===== src/hw/rtl/hpte_pkg.sv =====
`timescale 1ns / 1ps

package hpte_pkg;

  localparam int PTEG_INDEX_BITS = 11;
  localparam int GROUP_SLOTS     = 8;
  localparam int SLOT_W          = 3;
  localparam int TABLE_ROWS      = 1 << PTEG_INDEX_BITS;
  localparam int SLOT_IDX_W      = 14;
  localparam int HASH_W          = 19;
  localparam int MASK_W          = 9;

  localparam logic [31:0] HASH_LOW_MASK  = 32'h0000_03ff;
  localparam logic [31:0] HASH_HIGH_MASK = 32'h0007_fc00;

  // Bit positions inside a 64-bit entry
  localparam int V_POS = 63;
  localparam int R_POS = 8;
  localparam int C_POS = 7;

  localparam logic [1:0] MODE_LOOKUP = 2'd0;
  localparam logic [1:0] MODE_INSERT = 2'd1;
  localparam logic [1:0] MODE_INVAL  = 2'd2;

  typedef logic [PTEG_INDEX_BITS-1:0]        group_idx_t;
  typedef logic [GROUP_SLOTS-1:0][63:0]      pte_group_t;

  typedef struct packed {
    logic              match_hit;
    logic [SLOT_W-1:0] match_slot;
    logic [31:0]       match_lo;
    logic              inv_hit;
    logic [SLOT_W-1:0] inv_slot;
    logic              unch_hit;
    logic [SLOT_W-1:0] unch_slot;
    logic              unch_v;
  } grp_scan_t;

  function automatic group_idx_t group_of(logic [HASH_W-1:0] hash, logic [MASK_W-1:0] mask);
    logic [HASH_W-1:0] lo;
    logic [HASH_W-1:0] hi;
    logic [HASH_W-1:0] g;
    lo = hash & HASH_LOW_MASK[HASH_W-1:0];
    hi = ((hash & HASH_HIGH_MASK[HASH_W-1:0]) >> 10) & {{(HASH_W-MASK_W){1'b0}}, mask};
    g  = lo | (hi << 10);
    return g[PTEG_INDEX_BITS-1:0];
  endfunction

  function automatic logic [31:0] make_tag(logic [23:0] vsid, logic [5:0] api, logic sec);
    return {1'b1, vsid, sec, api};
  endfunction

  function automatic logic [SLOT_IDX_W-1:0] slot_idx(group_idx_t g, logic [SLOT_W-1:0] s);
    logic [SLOT_IDX_W+PTEG_INDEX_BITS+SLOT_W-1:0] full;
    full = {{SLOT_IDX_W{1'b0}}, g, s};
    return full[SLOT_IDX_W-1:0];
  endfunction

endpackage


===== src/hw/rtl/hpte_group_cmp.sv =====
`timescale 1ns / 1ps

module hpte_group_cmp
  import hpte_pkg::*;
(
  input  pte_group_t  grp_i,
  input  logic [31:0] tag_i,
  output grp_scan_t   scan_o
);

  // Walk from the top slot down so the lowest matching slot wins
  always_comb begin
    scan_o = '0;
    for (int i = GROUP_SLOTS - 1; i >= 0; i--) begin
      if (grp_i[i][63:32] == tag_i) begin
        scan_o.match_hit  = 1'b1;
        scan_o.match_slot = SLOT_W'(i);
        scan_o.match_lo   = grp_i[i][31:0];
      end
      if (!grp_i[i][V_POS]) begin
        scan_o.inv_hit  = 1'b1;
        scan_o.inv_slot = SLOT_W'(i);
      end
      if (!grp_i[i][R_POS] && !grp_i[i][C_POS]) begin
        scan_o.unch_hit  = 1'b1;
        scan_o.unch_slot = SLOT_W'(i);
        scan_o.unch_v    = grp_i[i][V_POS];
      end
    end
  end

endmodule


===== config.mk =====
export PLATFORM = sky130hd
export DESIGN_NAME = hpte_group_cmp
export DESIGN_NICKNAME = d
export VERILOG_FILES = /design/src/hw/rtl/hpte_pkg.sv /design/src/hw/rtl/hpte_group_cmp.sv
export SDC_FILE = /design/constraint.sdc
export NUM_CORES = 1
export LEC_CHECK = 0
export ABC_AREA = 1
export CELL_PAD_IN_SITES_DETAIL_PLACEMENT = 0
export CELL_PAD_IN_SITES_GLOBAL_PLACEMENT = 1
export CORE_AREA = 2 2 232 234
export DETAILED_ROUTE_END_ITERATION = 10
export DIE_AREA = 0 0 234 236
export DONT_BUFFER_PORTS = 1
export PLACE_DENSITY = 0.36
export SLEW_MARGIN = 10
export SYNTH_ARGS = -nofsm -noshare
export SYNTH_HDL_FRONTEND = slang
export SYNTH_SLANG_ARGS = --single-unit

===== constraint.sdc =====
create_clock -name vclk -period 3
set_clock_uncertainty 0.1 [all_clocks]
set_input_delay 0.15 -clock vclk [all_inputs]
set_output_delay 0.15 -clock vclk [all_outputs]
set_load 0.02 [all_outputs]

# --- Word level (Yosys, flattened, before mapping) ---
# Index checks and enable logic that the tools add are counted.
word_totals:
  regBits: 0
  inputBits: 544
classes:
  eq_ne: 8
  n_reduce_logical: 24
  mux: 24
op_table:
  columns: ["op", "n"]
  rows:
  - ["$mux W36", 8]
  - ["$eq A32 B32 Y1", 8]
  - ["$mux W5", 8]
  - ["$mux W4", 8]
  - ["$logic_not A1 Y1", 16]
  - ["$logic_and A1 B1 Y1", 8]

# --- Logic depth before layout (Yosys ltp) ---
logic_depth:
  ltp_word: 10
  mapped_depth: 18
  mapped_depth_nobuf: 16

# --- Worst setup path after synthesis ---
# Ideal clock, no wire load.
synth_path:
  kind: "input port to output port"
  startpoint: "input port tag_i[27]"
  endpoint: "output port scan_o[43] (netlist bit)"
  path_buffers: 2
  required_time_ns: 2.750
  cell_stages: 10
  arrival_time_ns: 1.769
  path_slack_ns: 0.981
  cell_sequence: "buf_2 xor2_1 nor3_1 nand2_1 nor2_4 nand2_2 buf_4 nand2_1 nor2_1 nor3_1"
synth_rtl:
  columns: ["item", "line", "rtl"]
  rows:
  - ["start: declaration", "hpte_group_cmp.sv:7", "input logic [31:0] tag_i,"]
  - ["end: declaration", "hpte_group_cmp.sv:8", "output grp_scan_t scan_o"]

==> key figures <==
Timing
  • Tcrit/Tclk final: 89.9%
  • Max Fclk: 0.371 GHz
  • Final Hold Vio Count: 0
  • Final setup TNS: 0 ns
  • Pins Over Slew Limit: 0
  • Clock period minus worst slack: roughly 2.7 ns
  • Final WS setup: about 0.3 ns
  • Finish-stage setup viols: 0
  • Worst-margin pin slew: roughly 0.85 ns
  • WHS: 0.362 ns
  • Worst slew margin relative to its limit: 42.6%
  • Unrepaired setup endpoints after global routing: false

Job
  • Max_cap viols: 0

Synthesis
  • Most frequent cell after synthesis: nand2_1
  • Largest cells by area after synthesis: nand2_1, xor2_1, inv_1, xnor2_1, nand3_1
  • Syn Area/Cell: approximately 5.0 µm²
  • Synth Instances: around 1500
  • Synthesized cell area: approximately 7600 µm²
  • Sequential area share after synthesis: 0%
  • Synth unique cells: 34
  • Top-area cell type share of the netlist area: between 20% and 30%
  • Top cells by count, synth: nand2_1, inv_1, nor2_1, nand3_1, xor2_1
  • Synthesized net count: approximately 2100
  • Post-synthesis cell type with the largest combined area: nand2_1
  • Synth warn: 0

Setup path
  • Worst setup SP type: input pin
  • Critical path type: in2out
  • Slowest-stage cell, CP: xnor2_1
  • Data required time of the worst path: approximately 2.8 ns
  • CP endpoint kind: primary output
  • Data arrival, critical path: between 2 and 2.5 ns
  • Worst-path cell chain: xnor2_1 -> nand2_1 -> nor3_1 -> buf_4 -> nand2_1 -> buf_4 -> nor2_4 -> buf_12 -> nand2_2 -> buf_12 -> nand2_1 -> nor2_1 -> nor3_1 -> buf_4
  • Crit path max fanout: 13
  • CP peak stage delay: just over 0.3 ns

Die
  • Die X: 234 µm
  • Io pins: 589
  • Core Region: roughly 53000 µm²
  • Initial Utilization: 14.4%
  • Row count: 85
  • Die area: 55200 µm²
  • Die H: between 200 and 250 µm

Drt
  • Overall routed net length: between 40000 and 50000 µm
  • Initial DRC Count: around 420
  • DRC viols: 0
  • Via density: about 4.1
  • Post-route ant nets: 0
  • DRT Pass-1 Iters: 5
  • Avg WL per Cell: roughly 21 µm
  • Via count: between 8000 and 9000

Pwr
  • LEAKAGE: ~4.2 nW
  • Total power: slightly above 0.0005 W
  • Power Density: just over 60 nW/µm²
  • Maximum vdd drop: 0.0000332 V

GRT
  • Initial antenna violation count: 3
  • Largest net degree at the start of global routing: 66
  • First-pass GRT wire length: approximately 63000 µm
  • Overflow after GRT: 0
  • Global Route Usage Sum: around 16%
  • Vias in the first global route: 9017

Finish
  • Nets: 2018
  • Final non-filler cell total: 2172
  • Area grow syn2layout: 8.70%
  • Register Area: 0 µm²
  • Footprint of the multi-input gates: approximately 6200 µm²
  • # fillers: approximately 6400
  • Seq Cell Count: 0
  • Layout cells sized above 1: 8.70%
  • # clk buffers: 0

Worst hold path
  • Hold path start: grp_i[127]
  • WHS Path Cells: 1
  • HP Class: in2out
  • Hold Path End: scan_o[5]

Place
  • Port Buffers: 0
  • Setup WS pre-CTS: between 0.04 and 0.05 ns
  • Placed cell count: roughly 2200
  • Placer Congestion: approximately 0.84
  • DP HPWL: just over 40000 µm

Status
  • Outcome: finished, final reports clean

Clocking
  • Post-CTS Hold Buffers: 0
[routing by layer]
| layer | global-route usage, % | share of wire [%] | up-vias |
|---|---|---|---|
| met2 | 29.6 | 51 | 388 |
| met4 | 3.38 | 2.1 | 2 |
| met1 | 17.8 | 39 | 3893 |
| met5 | 0 | 0.017 | - |
| li1 | - | - | 4546 |
| met3 | 3.90 | 8.2 | 38 |
[worst max path at each step]
stage,endpoint,start,cells past startpoint,slack (ns)
floorplan,scan_o[43],tag_i[27],10,0.98
global placement,scan_o[37],tag_i[29],9,-0.002
detailed placement,scan_o[32],tag_i[29],9,0.05
CTS,scan_o[32],tag_i[29],9,0.04
global route,scan_o[10],tag_i[21],16,0.1
finish,scan_o[43],tag_i[21],14,0.30
[critical path, delay by kind of cell]
kind	cells	cell delay, ns
xor+xnor	1	0.31
buf+inv	5	0.89
simple gates	8	1.09
[cells in the final DEF (no fill, tap or decap), drive strengths merged]
| cell | n |
|---|---|
| o22ai | 3 |
| nor3 | 25 |
| o2111ai | 3 |
| a31oi | 2 |
| o211ai | 1 |
| nor2 | 158 |
| diode | 4 |
| nor4 | 7 |
| nor3b | 3 |
| or2 | 30 |
| nand3 | 151 |
| xor2 | 88 |
| a21oi | 11 |
| xnor2 | 76 |
| nand4 | 15 |
| buf | 35 |
| inv | 213 |
| nand2 | 547 |
| o21ai | 104 |
[power by group]
part	internal, W	switching, W	leakage, nW
sequential	0	0	0
clock	0.000000000180	0	0.0000254
combinational	0.000235	0.000275	4.18
[layout make-up]
class / count / area share, %
multi-input cells: 1224 / 74.7
repair buffers: 35 / 4.97
diodes: 4 / 0.121
well taps: 696 / 10.5
inverters: 213 / 9.72
[timing repair]
| action | CTS | global route |
|---|---|---|
| endpoints found under the hold margin | 0 | 0 |
| setup buffers | 0 | 0 |
| setup endpoints to repair | 0 | 23 |
| resized for setup | 0 | 1 |
[cells by family after synthesis]
kind of cell / count (synthesis) / share of synthesized area [%]
AOI/OAI and AO/OA: 124 / 8.39
xor gates and xnor gates: 164 / 18.8
buffers and inverters: 302 / 19.0
and+or+nand+nor: 936 / 53.8
[stage by stage]
| stage | util (%) | area, µm² |
|---|---|---|
| after CTS | 15.6 | 8280 |
| final | 15.6 | 8300 |
| after detailed placement | 15.6 | 8280 |
| after global routing | 15.6 | 8300 |
| after global placement | 15.6 | 8280 |
| after floorplan | - | 7640 |
(Power assumes the default switching activity.)
